<file path="src/hdl/jct_pkg.sv">
// shared types and defaults of the jpeg 2000 component transform
package jct_pkg;

	localparam int SAMPLE_BITS_DEF    = 16;
	localparam int COEF_FRAC_BITS_DEF = 14;

	typedef enum logic [1:0] {
		MODE_RCT_FWD = 2'd0,
		MODE_RCT_INV = 2'd1,
		MODE_ICT_FWD = 2'd2,
		MODE_ICT_INV = 2'd3
	} mode_t;

	typedef struct packed {
		logic  vld;
		logic  line_end;
		mode_t mode;
	} ctl_t;

endpackage

</file>
<file path="src/hdl/jct_if.sv">
// request channels of the component transform: pixels in, results out, mode write
interface jct_pix_if #(
	parameter int SAMPLE_BITS = jct_pkg::SAMPLE_BITS_DEF
);
	logic                         valid;
	logic                         ready;
	logic signed [SAMPLE_BITS:0]  comp_a;
	logic signed [SAMPLE_BITS:0]  comp_b;
	logic signed [SAMPLE_BITS:0]  comp_c;
	logic                         line_end;

	modport source (output valid, comp_a, comp_b, comp_c, line_end, input ready);
	modport sink   (input valid, comp_a, comp_b, comp_c, line_end, output ready);
endinterface

interface jct_res_if #(
	parameter int SAMPLE_BITS = jct_pkg::SAMPLE_BITS_DEF
);
	logic                         valid;
	logic                         ready;
	logic signed [SAMPLE_BITS:0]  out_a;
	logic signed [SAMPLE_BITS:0]  out_b;
	logic signed [SAMPLE_BITS:0]  out_c;
	logic                         line_end_out;

	modport source (output valid, out_a, out_b, out_c, line_end_out, input ready);
	modport sink   (input valid, out_a, out_b, out_c, line_end_out, output ready);
endinterface

interface jct_cfg_if;
	logic       valid;
	logic       ready;
	logic [1:0] transform_mode;

	modport source (output valid, transform_mode, input ready);
	modport sink   (input valid, transform_mode, output ready);
endinterface

</file>
<file path="src/hdl/jpeg2000_component_transform.sv">
// top level of the jpeg 2000 reversible and irreversible color component transform
// Takes one pixel per clock while the output side keeps up, and presents each result
// from the last register stage. The six register stages are: input register,
// first products (luma or inverse coefficients), rounded sums, chroma differences against
// the rounded luma, chroma scaling products, then rounding with saturation. The depth is
// set by the forward irreversible transform, whose chroma products need the rounded luma.
// Each stage holds its own valid bit and takes new data whenever it is empty or the next
// stage moves, so empty slots close up during an output stall and the input stays ready
// until all six stages hold a pixel. Write transform_mode only while no pixel is in flight.
module jpeg2000_component_transform #(
	parameter int SAMPLE_BITS    = jct_pkg::SAMPLE_BITS_DEF,
	parameter int COEF_FRAC_BITS = jct_pkg::COEF_FRAC_BITS_DEF
) (
	input  logic        clk,
	input  logic        arst_n,
	jct_pix_if.sink     pix_in,
	jct_res_if.source   res_out,
	jct_cfg_if.sink     cfg
);

	localparam int N  = SAMPLE_BITS + 1;
	localparam int PW = N + COEF_FRAC_BITS + 3;
	localparam int RW = N + 2;

	jct_pkg::mode_t       mode_q;
	jct_pkg::ctl_t        ctl_in, ctl_s1, ctl_s2, ctl_s4, ctl_s6;
	logic signed [N-1:0]  a_s1, b_s1, c_s1;
	logic signed [N-1:0]  a_s2, c_s2;
	logic signed [PW-1:0] p0_s2, p1_s2, p2_s2, p3_s2;
	logic signed [RW-1:0] r0_s2, r1_s2, r2_s2;
	logic signed [RW-1:0] r0_s4, r1_s4, r2_s4;
	logic                 vld_s3, vld_s5;
	logic [6:1]           en;
	logic [6:1]           vld;

	// mode register
	assign cfg.ready = 1'b1;

	always_ff @(posedge clk or negedge arst_n) begin
		if (!arst_n) begin
			mode_q <= jct_pkg::MODE_RCT_FWD;
		end else if (cfg.valid) begin
			mode_q <= jct_pkg::mode_t'(cfg.transform_mode);
		end
	end

	// per-stage advance, empty stages fill even while the output stalls
	assign vld   = {ctl_s6.vld, vld_s5, ctl_s4.vld, vld_s3, ctl_s2.vld, ctl_s1.vld};
	assign en[6] = !vld[6] || res_out.ready;
	assign en[5] = !vld[5] || en[6];
	assign en[4] = !vld[4] || en[5];
	assign en[3] = !vld[3] || en[4];
	assign en[2] = !vld[2] || en[3];
	assign en[1] = !vld[1] || en[2];

	assign pix_in.ready = en[1];

	assign ctl_in = '{vld: pix_in.valid, line_end: pix_in.line_end, mode: mode_q};

	always_ff @(posedge clk or negedge arst_n) begin
		if (!arst_n) begin
			ctl_s1 <= '0;
		end else if (en[1]) begin
			ctl_s1 <= ctl_in;
		end
	end

	always_ff @(posedge clk) begin
		if (en[1]) begin
			a_s1 <= pix_in.comp_a;
			b_s1 <= pix_in.comp_b;
			c_s1 <= pix_in.comp_c;
		end
	end

	jct_prod #(
		.SAMPLE_BITS    (SAMPLE_BITS),
		.COEF_FRAC_BITS (COEF_FRAC_BITS)
	) u_prod (
		.clk    (clk),
		.arst_n (arst_n),
		.en     (en[2]),
		.ctl_in (ctl_s1),
		.a_in   (a_s1),
		.b_in   (b_s1),
		.c_in   (c_s1),
		.ctl_s2 (ctl_s2),
		.a_s2   (a_s2),
		.c_s2   (c_s2),
		.p0_s2  (p0_s2),
		.p1_s2  (p1_s2),
		.p2_s2  (p2_s2),
		.p3_s2  (p3_s2),
		.r0_s2  (r0_s2),
		.r1_s2  (r1_s2),
		.r2_s2  (r2_s2)
	);

	jct_sum #(
		.SAMPLE_BITS    (SAMPLE_BITS),
		.COEF_FRAC_BITS (COEF_FRAC_BITS)
	) u_sum (
		.clk    (clk),
		.arst_n (arst_n),
		.en3    (en[3]),
		.en4    (en[4]),
		.ctl_s2 (ctl_s2),
		.a_s2   (a_s2),
		.c_s2   (c_s2),
		.p0_s2  (p0_s2),
		.p1_s2  (p1_s2),
		.p2_s2  (p2_s2),
		.p3_s2  (p3_s2),
		.r0_s2  (r0_s2),
		.r1_s2  (r1_s2),
		.r2_s2  (r2_s2),
		.vld_s3 (vld_s3),
		.ctl_s4 (ctl_s4),
		.r0_s4  (r0_s4),
		.r1_s4  (r1_s4),
		.r2_s4  (r2_s4)
	);

	jct_chroma #(
		.SAMPLE_BITS    (SAMPLE_BITS),
		.COEF_FRAC_BITS (COEF_FRAC_BITS)
	) u_chroma (
		.clk    (clk),
		.arst_n (arst_n),
		.en5    (en[5]),
		.en6    (en[6]),
		.ctl_s4 (ctl_s4),
		.r0_s4  (r0_s4),
		.r1_s4  (r1_s4),
		.r2_s4  (r2_s4),
		.vld_s5 (vld_s5),
		.ctl_s6 (ctl_s6),
		.x_s6   (res_out.out_a),
		.y_s6   (res_out.out_b),
		.z_s6   (res_out.out_c)
	);

	assign res_out.valid        = ctl_s6.vld;
	assign res_out.line_end_out = ctl_s6.line_end;

	// a taken request lands in the input stage with the current mode
	a_take_s1 : assert property (@(posedge clk) disable iff (!arst_n)
		pix_in.valid && pix_in.ready |=> ctl_s1.vld && ctl_s1.mode == $past(mode_q))
		else $error("request not captured in input stage");

	// input only stalls when every stage holds a pixel
	a_full_stall : assert property (@(posedge clk) disable iff (!arst_n)
		!pix_in.ready |-> &vld)
		else $error("input stalled with an empty stage");

	// a result held at the output keeps its line end flag
	a_hold_eol : assert property (@(posedge clk) disable iff (!arst_n)
		res_out.valid && !res_out.ready |=> res_out.valid && $stable(ctl_s6))
		else $error("stalled result changed");

endmodule

</file>
<file path="src/hdl/jct_prod.sv">
// stage 2: first-level coefficient products and the reversible transform
module jct_prod #(
	parameter int SAMPLE_BITS    = jct_pkg::SAMPLE_BITS_DEF,
	parameter int COEF_FRAC_BITS = jct_pkg::COEF_FRAC_BITS_DEF
) (
	input  logic                                           clk,
	input  logic                                           arst_n,
	input  logic                                           en,
	input  jct_pkg::ctl_t                                  ctl_in,
	input  logic signed [SAMPLE_BITS:0]                    a_in,
	input  logic signed [SAMPLE_BITS:0]                    b_in,
	input  logic signed [SAMPLE_BITS:0]                    c_in,
	output jct_pkg::ctl_t                                  ctl_s2,
	output logic signed [SAMPLE_BITS:0]                    a_s2,
	output logic signed [SAMPLE_BITS:0]                    c_s2,
	output logic signed [SAMPLE_BITS+COEF_FRAC_BITS+3:0]   p0_s2,
	output logic signed [SAMPLE_BITS+COEF_FRAC_BITS+3:0]   p1_s2,
	output logic signed [SAMPLE_BITS+COEF_FRAC_BITS+3:0]   p2_s2,
	output logic signed [SAMPLE_BITS+COEF_FRAC_BITS+3:0]   p3_s2,
	output logic signed [SAMPLE_BITS+2:0]                  r0_s2,
	output logic signed [SAMPLE_BITS+2:0]                  r1_s2,
	output logic signed [SAMPLE_BITS+2:0]                  r2_s2
);

	localparam int N  = SAMPLE_BITS + 1;
	localparam int KW = COEF_FRAC_BITS + 3;
	localparam int PW = N + KW;
	localparam int RW = N + 2;

	localparam longint ONE      = longint'(1) << COEF_FRAC_BITS;
	localparam longint K_AR_L   = (299 * ONE * 2 + 1000) / 2000;
	localparam longint K_AG_L   = (587 * ONE * 2 + 1000) / 2000;
	localparam longint K_AB_L   = (114 * ONE * 2 + 1000) / 2000;
	localparam longint K_CB2G_L = (2 * 114 * 886 * ONE * 2 + 587000) / (2 * 587000);
	localparam longint K_CR2G_L = (2 * 299 * 701 * ONE * 2 + 587000) / (2 * 587000);
	localparam longint K_CB2B_L = (1772 * ONE * 2 + 1000) / 2000;
	localparam longint K_CR2R_L = (1402 * ONE * 2 + 1000) / 2000;

	localparam logic signed [KW-1:0] K_AR   = KW'(K_AR_L);
	localparam logic signed [KW-1:0] K_AG   = KW'(K_AG_L);
	localparam logic signed [KW-1:0] K_AB   = KW'(K_AB_L);
	localparam logic signed [KW-1:0] K_CB2G = KW'(K_CB2G_L);
	localparam logic signed [KW-1:0] K_CR2G = KW'(K_CR2G_L);
	localparam logic signed [KW-1:0] K_CB2B = KW'(K_CB2B_L);
	localparam logic signed [KW-1:0] K_CR2R = KW'(K_CR2R_L);

	logic signed [KW-1:0] k0, k1, k2, k3;
	logic signed [N-1:0]  m0, m1, m2, m3;
	logic signed [PW-1:0] pm0, pm1, pm2, pm3;
	logic signed [RW-1:0] ta, tb, tc, g;
	logic signed [RW-1:0] r0, r1, r2;

	always_comb begin
		if (ctl_in.mode == jct_pkg::MODE_ICT_INV) begin
			k0 = K_CR2R; m0 = c_in;
			k1 = K_CR2G; m1 = c_in;
			k2 = K_CB2G; m2 = b_in;
			k3 = K_CB2B; m3 = b_in;
		end else begin
			k0 = K_AR;   m0 = a_in;
			k1 = K_AG;   m1 = b_in;
			k2 = K_AB;   m2 = c_in;
			k3 = '0;     m3 = b_in;
		end
	end

	assign pm0 = PW'(k0) * PW'(m0);
	assign pm1 = PW'(k1) * PW'(m1);
	assign pm2 = PW'(k2) * PW'(m2);
	assign pm3 = PW'(k3) * PW'(m3);

	// reversible transform, exact in RW bits
	assign ta = RW'(a_in);
	assign tb = RW'(b_in);
	assign tc = RW'(c_in);
	assign g  = ta - ((tb + tc) >>> 2);

	always_comb begin
		case (ctl_in.mode)
			jct_pkg::MODE_RCT_FWD: begin
				r0 = (ta + (tb <<< 1) + tc) >>> 2;
				r1 = tc - tb;
				r2 = ta - tb;
			end
			jct_pkg::MODE_RCT_INV: begin
				r0 = tc + g;
				r1 = g;
				r2 = tb + g;
			end
			default: begin
				r0 = '0;
				r1 = '0;
				r2 = '0;
			end
		endcase
	end

	always_ff @(posedge clk or negedge arst_n) begin
		if (!arst_n) begin
			ctl_s2 <= '0;
		end else if (en) begin
			ctl_s2 <= ctl_in;
		end
	end

	always_ff @(posedge clk) begin
		if (en) begin
			a_s2  <= a_in;
			c_s2  <= c_in;
			p0_s2 <= pm0;
			p1_s2 <= pm1;
			p2_s2 <= pm2;
			p3_s2 <= pm3;
			r0_s2 <= r0;
			r1_s2 <= r1;
			r2_s2 <= r2;
		end
	end

endmodule

</file>
<file path="src/hdl/jct_sum.sv">
// stages 3 and 4: rounded product sums for the irreversible modes, then chroma differences against luma for forward ict
module jct_sum #(
	parameter int SAMPLE_BITS    = jct_pkg::SAMPLE_BITS_DEF,
	parameter int COEF_FRAC_BITS = jct_pkg::COEF_FRAC_BITS_DEF
) (
	input  logic                                           clk,
	input  logic                                           arst_n,
	input  logic                                           en3,
	input  logic                                           en4,
	input  jct_pkg::ctl_t                                  ctl_s2,
	input  logic signed [SAMPLE_BITS:0]                    a_s2,
	input  logic signed [SAMPLE_BITS:0]                    c_s2,
	input  logic signed [SAMPLE_BITS+COEF_FRAC_BITS+3:0]   p0_s2,
	input  logic signed [SAMPLE_BITS+COEF_FRAC_BITS+3:0]   p1_s2,
	input  logic signed [SAMPLE_BITS+COEF_FRAC_BITS+3:0]   p2_s2,
	input  logic signed [SAMPLE_BITS+COEF_FRAC_BITS+3:0]   p3_s2,
	input  logic signed [SAMPLE_BITS+2:0]                  r0_s2,
	input  logic signed [SAMPLE_BITS+2:0]                  r1_s2,
	input  logic signed [SAMPLE_BITS+2:0]                  r2_s2,
	output logic                                           vld_s3,
	output jct_pkg::ctl_t                                  ctl_s4,
	output logic signed [SAMPLE_BITS+2:0]                  r0_s4,
	output logic signed [SAMPLE_BITS+2:0]                  r1_s4,
	output logic signed [SAMPLE_BITS+2:0]                  r2_s4
);

	localparam int N  = SAMPLE_BITS + 1;
	localparam int KW = COEF_FRAC_BITS + 3;
	localparam int PW = N + KW;
	localparam int RW = N + 2;
	localparam int SW = PW + 2;

	localparam logic signed [SW-1:0] HALF = SW'(longint'(1) << (COEF_FRAC_BITS - 1));

	logic signed [SW-1:0] ay, sf, sx, sy, sz;
	logic signed [SW-1:0] hf, hx, hy, hz;
	logic signed [RW-1:0] r0, r1, r2;

	jct_pkg::ctl_t        ctl_s3;
	logic signed [N-1:0]  a_s3, c_s3;
	logic signed [RW-1:0] r0_s3, r1_s3, r2_s3;
	logic signed [RW-1:0] d1, d2;

	assign vld_s3 = ctl_s3.vld;

	assign ay = SW'(a_s2) <<< COEF_FRAC_BITS;
	assign sf = SW'(p0_s2) + SW'(p1_s2) + SW'(p2_s2) + HALF;
	assign sx = ay + SW'(p0_s2) + HALF;
	assign sy = ay - SW'(p1_s2) - SW'(p2_s2) + HALF;
	assign sz = ay + SW'(p3_s2) + HALF;

	assign hf = sf >>> COEF_FRAC_BITS;
	assign hx = sx >>> COEF_FRAC_BITS;
	assign hy = sy >>> COEF_FRAC_BITS;
	assign hz = sz >>> COEF_FRAC_BITS;

	always_comb begin
		case (ctl_s2.mode)
			jct_pkg::MODE_ICT_FWD: begin
				r0 = hf[RW-1:0];
				r1 = '0;
				r2 = '0;
			end
			jct_pkg::MODE_ICT_INV: begin
				r0 = hx[RW-1:0];
				r1 = hy[RW-1:0];
				r2 = hz[RW-1:0];
			end
			default: begin
				r0 = r0_s2;
				r1 = r1_s2;
				r2 = r2_s2;
			end
		endcase
	end

	// forward ict: chroma inputs measured from the rounded luma
	assign d1 = (ctl_s3.mode == jct_pkg::MODE_ICT_FWD) ? RW'(c_s3) - r0_s3 : r1_s3;
	assign d2 = (ctl_s3.mode == jct_pkg::MODE_ICT_FWD) ? RW'(a_s3) - r0_s3 : r2_s3;

	always_ff @(posedge clk or negedge arst_n) begin
		if (!arst_n) begin
			ctl_s3 <= '0;
			ctl_s4 <= '0;
		end else begin
			if (en3) begin
				ctl_s3 <= ctl_s2;
			end
			if (en4) begin
				ctl_s4 <= ctl_s3;
			end
		end
	end

	always_ff @(posedge clk) begin
		if (en3) begin
			a_s3  <= a_s2;
			c_s3  <= c_s2;
			r0_s3 <= r0;
			r1_s3 <= r1;
			r2_s3 <= r2;
		end
		if (en4) begin
			r0_s4 <= r0_s3;
			r1_s4 <= d1;
			r2_s4 <= d2;
		end
	end

endmodule

</file>
<file path="src/hdl/jct_chroma.sv">
// stages 5 and 6: chroma scaling products, rounding and saturation to the sample range
module jct_chroma #(
	parameter int SAMPLE_BITS    = jct_pkg::SAMPLE_BITS_DEF,
	parameter int COEF_FRAC_BITS = jct_pkg::COEF_FRAC_BITS_DEF
) (
	input  logic                           clk,
	input  logic                           arst_n,
	input  logic                           en5,
	input  logic                           en6,
	input  jct_pkg::ctl_t                  ctl_s4,
	input  logic signed [SAMPLE_BITS+2:0]  r0_s4,
	input  logic signed [SAMPLE_BITS+2:0]  r1_s4,
	input  logic signed [SAMPLE_BITS+2:0]  r2_s4,
	output logic                           vld_s5,
	output jct_pkg::ctl_t                  ctl_s6,
	output logic signed [SAMPLE_BITS:0]    x_s6,
	output logic signed [SAMPLE_BITS:0]    y_s6,
	output logic signed [SAMPLE_BITS:0]    z_s6
);

	localparam int N  = SAMPLE_BITS + 1;
	localparam int KW = COEF_FRAC_BITS + 3;
	localparam int RW = N + 2;
	localparam int QW = RW + KW;

	localparam longint ONE     = longint'(1) << COEF_FRAC_BITS;
	localparam longint K_BCB_L = (500 * ONE * 2 + 886) / (2 * 886);
	localparam longint K_BCR_L = (500 * ONE * 2 + 701) / (2 * 701);

	localparam logic signed [KW-1:0] K_BCB = KW'(K_BCB_L);
	localparam logic signed [KW-1:0] K_BCR = KW'(K_BCR_L);

	localparam logic signed [QW-1:0] HALF = QW'(longint'(1) << (COEF_FRAC_BITS - 1));
	localparam logic signed [RW-1:0] SMAX = RW'((longint'(1) << (N - 1)) - 1);
	localparam logic signed [RW-1:0] SMIN = RW'(-(longint'(1) << (N - 1)));

	jct_pkg::ctl_t        ctl_s5;
	logic signed [RW-1:0] r0_s5, r1_s5, r2_s5;
	logic signed [QW-1:0] q1_s5, q2_s5;
	logic signed [QW-1:0] q1, q2, h1, h2;
	logic signed [RW-1:0] v0, v1, v2;
	logic signed [N-1:0]  s0, s1, s2;

	assign vld_s5 = ctl_s5.vld;

	assign q1 = QW'(K_BCB) * QW'(r1_s4);
	assign q2 = QW'(K_BCR) * QW'(r2_s4);

	assign h1 = (q1_s5 + HALF) >>> COEF_FRAC_BITS;
	assign h2 = (q2_s5 + HALF) >>> COEF_FRAC_BITS;

	assign v0 = r0_s5;
	assign v1 = (ctl_s5.mode == jct_pkg::MODE_ICT_FWD) ? h1[RW-1:0] : r1_s5;
	assign v2 = (ctl_s5.mode == jct_pkg::MODE_ICT_FWD) ? h2[RW-1:0] : r2_s5;

	assign s0 = (v0 > SMAX) ? SMAX[N-1:0] : ((v0 < SMIN) ? SMIN[N-1:0] : v0[N-1:0]);
	assign s1 = (v1 > SMAX) ? SMAX[N-1:0] : ((v1 < SMIN) ? SMIN[N-1:0] : v1[N-1:0]);
	assign s2 = (v2 > SMAX) ? SMAX[N-1:0] : ((v2 < SMIN) ? SMIN[N-1:0] : v2[N-1:0]);

	always_ff @(posedge clk or negedge arst_n) begin
		if (!arst_n) begin
			ctl_s5 <= '0;
			ctl_s6 <= '0;
		end else begin
			if (en5) begin
				ctl_s5 <= ctl_s4;
			end
			if (en6) begin
				ctl_s6 <= ctl_s5;
			end
		end
	end

	always_ff @(posedge clk) begin
		if (en5) begin
			r0_s5 <= r0_s4;
			r1_s5 <= r1_s4;
			r2_s5 <= r2_s4;
			q1_s5 <= q1;
			q2_s5 <= q2;
		end
		if (en6) begin
			x_s6 <= s0;
			y_s6 <= s1;
			z_s6 <= s2;
		end
	end

endmodule
</file>
<file path="src/flat_wrapper.sv">
// flat-port wrapper written by rule: the top's interface ports become plain ports
module jpeg2000_component_transform_flat 
#(
	parameter int SAMPLE_BITS    = jct_pkg::SAMPLE_BITS_DEF,
	parameter int COEF_FRAC_BITS = jct_pkg::COEF_FRAC_BITS_DEF
)
  (clk, arst_n, pix_in_valid, pix_in_comp_a, pix_in_comp_b, pix_in_comp_c, pix_in_line_end, pix_in_ready, res_out_valid, res_out_out_a, res_out_out_b, res_out_out_c, res_out_line_end_out, res_out_ready, cfg_valid, cfg_transform_mode, cfg_ready);
  jct_pix_if #(.SAMPLE_BITS(SAMPLE_BITS)) pix_in_i ();
  jct_res_if #(.SAMPLE_BITS(SAMPLE_BITS)) res_out_i ();
  jct_cfg_if cfg_i ();
  input  logic clk;
  input  logic arst_n;
  input wire logic [$bits(pix_in_i.valid)-1:0] pix_in_valid;
  input wire logic [$bits(pix_in_i.comp_a)-1:0] pix_in_comp_a;
  input wire logic [$bits(pix_in_i.comp_b)-1:0] pix_in_comp_b;
  input wire logic [$bits(pix_in_i.comp_c)-1:0] pix_in_comp_c;
  input wire logic [$bits(pix_in_i.line_end)-1:0] pix_in_line_end;
  output wire logic [$bits(pix_in_i.ready)-1:0] pix_in_ready;
  output wire logic [$bits(res_out_i.valid)-1:0] res_out_valid;
  output wire logic [$bits(res_out_i.out_a)-1:0] res_out_out_a;
  output wire logic [$bits(res_out_i.out_b)-1:0] res_out_out_b;
  output wire logic [$bits(res_out_i.out_c)-1:0] res_out_out_c;
  output wire logic [$bits(res_out_i.line_end_out)-1:0] res_out_line_end_out;
  input wire logic [$bits(res_out_i.ready)-1:0] res_out_ready;
  input wire logic [$bits(cfg_i.valid)-1:0] cfg_valid;
  input wire logic [$bits(cfg_i.transform_mode)-1:0] cfg_transform_mode;
  output wire logic [$bits(cfg_i.ready)-1:0] cfg_ready;
  assign pix_in_i.valid = pix_in_valid;
  assign pix_in_i.comp_a = pix_in_comp_a;
  assign pix_in_i.comp_b = pix_in_comp_b;
  assign pix_in_i.comp_c = pix_in_comp_c;
  assign pix_in_i.line_end = pix_in_line_end;
  assign pix_in_ready = pix_in_i.ready;
  assign res_out_valid = res_out_i.valid;
  assign res_out_out_a = res_out_i.out_a;
  assign res_out_out_b = res_out_i.out_b;
  assign res_out_out_c = res_out_i.out_c;
  assign res_out_line_end_out = res_out_i.line_end_out;
  assign res_out_i.ready = res_out_ready;
  assign cfg_i.valid = cfg_valid;
  assign cfg_i.transform_mode = cfg_transform_mode;
  assign cfg_ready = cfg_i.ready;
  jpeg2000_component_transform #(.SAMPLE_BITS(SAMPLE_BITS), .COEF_FRAC_BITS(COEF_FRAC_BITS)) u_core (.clk(clk), .arst_n(arst_n), .pix_in(pix_in_i), .res_out(res_out_i), .cfg(cfg_i));
endmodule
</file>
<file path="config.mk">
export PLATFORM = sky130hd
export DESIGN_NAME = jpeg2000_component_transform_flat
export DESIGN_NICKNAME = d
export VERILOG_FILES = /design/src/hdl/jct_pkg.sv /design/src/hdl/jct_if.sv /design/src/hdl/jpeg2000_component_transform.sv /design/src/hdl/jct_prod.sv /design/src/hdl/jct_sum.sv /design/src/hdl/jct_chroma.sv /design/src/flat_wrapper.sv
export SDC_FILE = /design/constraint.sdc
export NUM_CORES = 2
export LEC_CHECK = 0
export BUFFER_PORTS_ARGS = -buffer_cell sky130_fd_sc_hd__buf_2
export CORE_MARGIN = 2
export CORE_UTILIZATION = 25
export DETAILED_ROUTE_END_ITERATION = 10
export GPL_TIMING_DRIVEN = 0
export PLACE_DENSITY = 0.46
export SLEW_MARGIN = 25
export SYNTH_ARGS = -nofsm -noshare
export SYNTH_HDL_FRONTEND = slang
export SYNTH_HIERARCHICAL = 1
export SYNTH_SLANG_ARGS = --single-unit
</file>
<file path="constraint.sdc">
create_clock -name clk -period 9.4 [get_ports clk]
set_input_delay 0.47 -clock clk [delete_from_list [all_inputs] [get_ports clk]]
set_output_delay 0.47 -clock clk [all_outputs]
set_load 0.02 [all_outputs]
</file>
==> impl_metrics.py <==
metrics = {
    "route": {
        "avgRoutedWirePerCell_um": 19.5,
        "drt_drc_violations_left": 0,
        "drt_iter0_drc": 2510,
        "wl_final_um": 200000,
        "drt-pass1-iter-count": 5,
        "route.vias.total": 45761,
        "antenna_violating_nets_left": 0,
        "post_drt_via_cell_ratio": 4.46,
    },
    "sta": {
        "count_of_pins_over_their_slew_limit": 0,
        "max_slew.worst_pin.slew_ps": 1060,
        "final.setup_skew_ps": 42.8,
        "period_share_pct": 95.4,
        "report.final.setup_viol": 0,
        "setup_tns_ps": 0,
        "clock.fmax_ghz": 0.112,
        "report.final.hold_viol_count": 0,
        "worst_rel_slew_slack_pct": 27.3,
        "rsz0062_at_grt": "no",
        "period_needed_ps": 8970,
    },
    "final_layout": {
        "fraction_of_layout_instances_using_a_drive_strength_above_1_pct": 5.64,
        "layout.filler_cells": 27673,
        "area_growth_syn_to_layout_pct": 13.0,
        "layout.nets": 8432,
        "layout.cells.most_common_list": "inv_1, ha_1, fa_1",
        "leading_cell_type_in_the_layout_fill_and_taps_excluded": "inv_1",
    },
    "floorplan": {
        "die_width_um": 517,
        "std_cell_rows": 188,
        "die_y_um": 517,
        "floorplan.die_area_um2": 267000,
        "effective_utilization_at_floorplan_pct": 25.1,
        "coreArea_um2": 262000,
        "boundaryPins": 114,
    },
    "cts": {
        "worst_setup_hold_path_clk_slew_ps": 70,
        "postCtsSetupBuffers": 0,
        "cts.path.max_buffers": 3,
        "tritoncts": "built",
        "numCtsBuffers": 74,
        "clockRootBuffer": "clkbuf_16",
        "worst_skew_pair.late_latency_ps": 720,
        "cts.sinks": 576,
        "ctsHtreeMaxLevel": 3,
    },
    "worst_hold_path": {
        "hold_path_class": "in2reg",
    },
    "synth": {
        "synthesis.area_um2": 65700,
        "syn_area_per_cell_um2": 10.3,
        "yosys_warnings": 6,
        "syn_inst": 6386,
    },
    "worst_setup_path": {
        "required_ps": 9870,
        "timing.critical_path.from_type": "flop",
        "timing.critical_path.arrival_ps": 9430,
        "setup.worst_path.end_class": "flop",
        "worstSetupPathType": "reg2reg",
        "reg2reg_setup_slack_ps": 430,
        "critPathMaxFanout": 10,
    },
    "grt": {
        "grt_first_pass_wirelength_um": 298000,
        "maximum_number_of_pins_on_one_net_before_global_route_repair": 58,
        "gr-total-overflow": 0,
        "antenna_found_initial": 16,
        "grt.total_usage_pct": 15.0,
        "vias_in_the_first_global_route": 48031,
    },
    "placement": {
        "port_buffers": 112,
        "gp_routability_congestion": 0.876,
        "place.detailed.hpwl_um": 170000,
    },
    "run_status": {
        "outcome": "complete, no violations",
    },
    "job": {
        "max_cap_viol_count": 0,
    },
}
## metal layers
layer,vias to the layer above,wire length (um),global-route usage (%),part of all wire [%]
met5,-,89,0.234,0.045
li1,21785,-,-,-
met4,2,6890,4.80,3.5
met3,243,8120,1.67,4.1
met1,22720,93600,20.5,47
met2,1011,91000,24.6,46
## metrics by stage
step           setup slack (ps)  cells  utilization, %  hold slack, ps  cell area, um^2
2_1_floorplan              1840   6418               -             174            65900
3_3_place_gp              -2470  10045            27.0             404            70800
3_5_place_dp                105  10062            27.2             405            71200
4_1_cts                    67.8  10254            28.3            11.1            74300
5_1_grt                    92.1  10253            28.3            28.2            74300
6_report                    432  10259            28.3            62.7            74300
## state kept, by name (all words and copies together), names as in the netlist, 20 cells and up
register / flops
u_core/u_chroma/q2_s5: 20
u_core/u_prod/p1_s2: 32
u_core/u_prod/p3_s2: 20
u_core/u_prod/p0_s2: 33
u_core/u_prod/p2_s2: 30
u_core/u_chroma/q1_s5: 20
## final timing paths
path                                             startpoint                             endpoint  depth (start not counted)
min                                   cfg_transform_mode[1]         u_core/mode_q[1]$_DFFE_PN0P_                          2
max                            u_core/ctl_s1[0]$_DFFE_PN0P_    u_core/u_prod/p0_s2[31]$_DFFE_PP_                         25
min reg2reg                u_core/u_prod/c_s2[12]$_DFFE_PP_      u_core/u_sum/c_s3[12]$_DFFE_PP_                          0
min in group asynchronous                            arst_n  u_core/u_prod/ctl_s2[2]$_DFFE_PN0P_                          2
max reg2reg                    u_core/ctl_s1[0]$_DFFE_PN0P_    u_core/u_prod/p0_s2[31]$_DFFE_PP_                         25
max in group asynchronous                            arst_n  u_core/u_prod/ctl_s2[0]$_DFFE_PN0P_                          2
## what timing repair did
action	4_1_cts	5_1_grt
hold buffers	55	0
endpoints found under the hold margin	79	0
resized for setup	0	4
endpoints found under the setup margin	0	3
## cell type report
class,instances,area (um^2),area share [%]
Clock inverter,49,614,0.827
Timing Repair Buffer,184,1420,1.91
Clock buffer,88,1920,2.59
Multi-Input combinational cell,4324,43000,57.8
Tap cell,3515,4400,5.92
Antenna cell,6,15.0,0.0202
Inverter,1422,5340,7.19
Buffer,95,419,0.564
Sequential cell,576,17200,23.1
## worst max-delay path, cell delays in order, from the launching register on
cell and delay, ps:
dfrtp_1 720, and2_1 280, clkbuf_1 300, clkbuf_1 680
nand2_1 390, nand2_1 270, inv_1 90, fa_1 510
inv_1 60, fa_1 470, fa_1 500, fa_1 470
fa_1 520, inv_1 50, fa_1 480, inv_1 40
ha_1 340, a21oi_1 90, o21ai_0 800, nor2_1 80
a31oi_1 710, nand4_1 230, a21oi_1 260, or3_1 170
and3_1 150, nor2_1 40
Power is left out: the tool's default activity adds up to more than one toggle a clock period on the data nets, which glitch-free logic cannot reach.
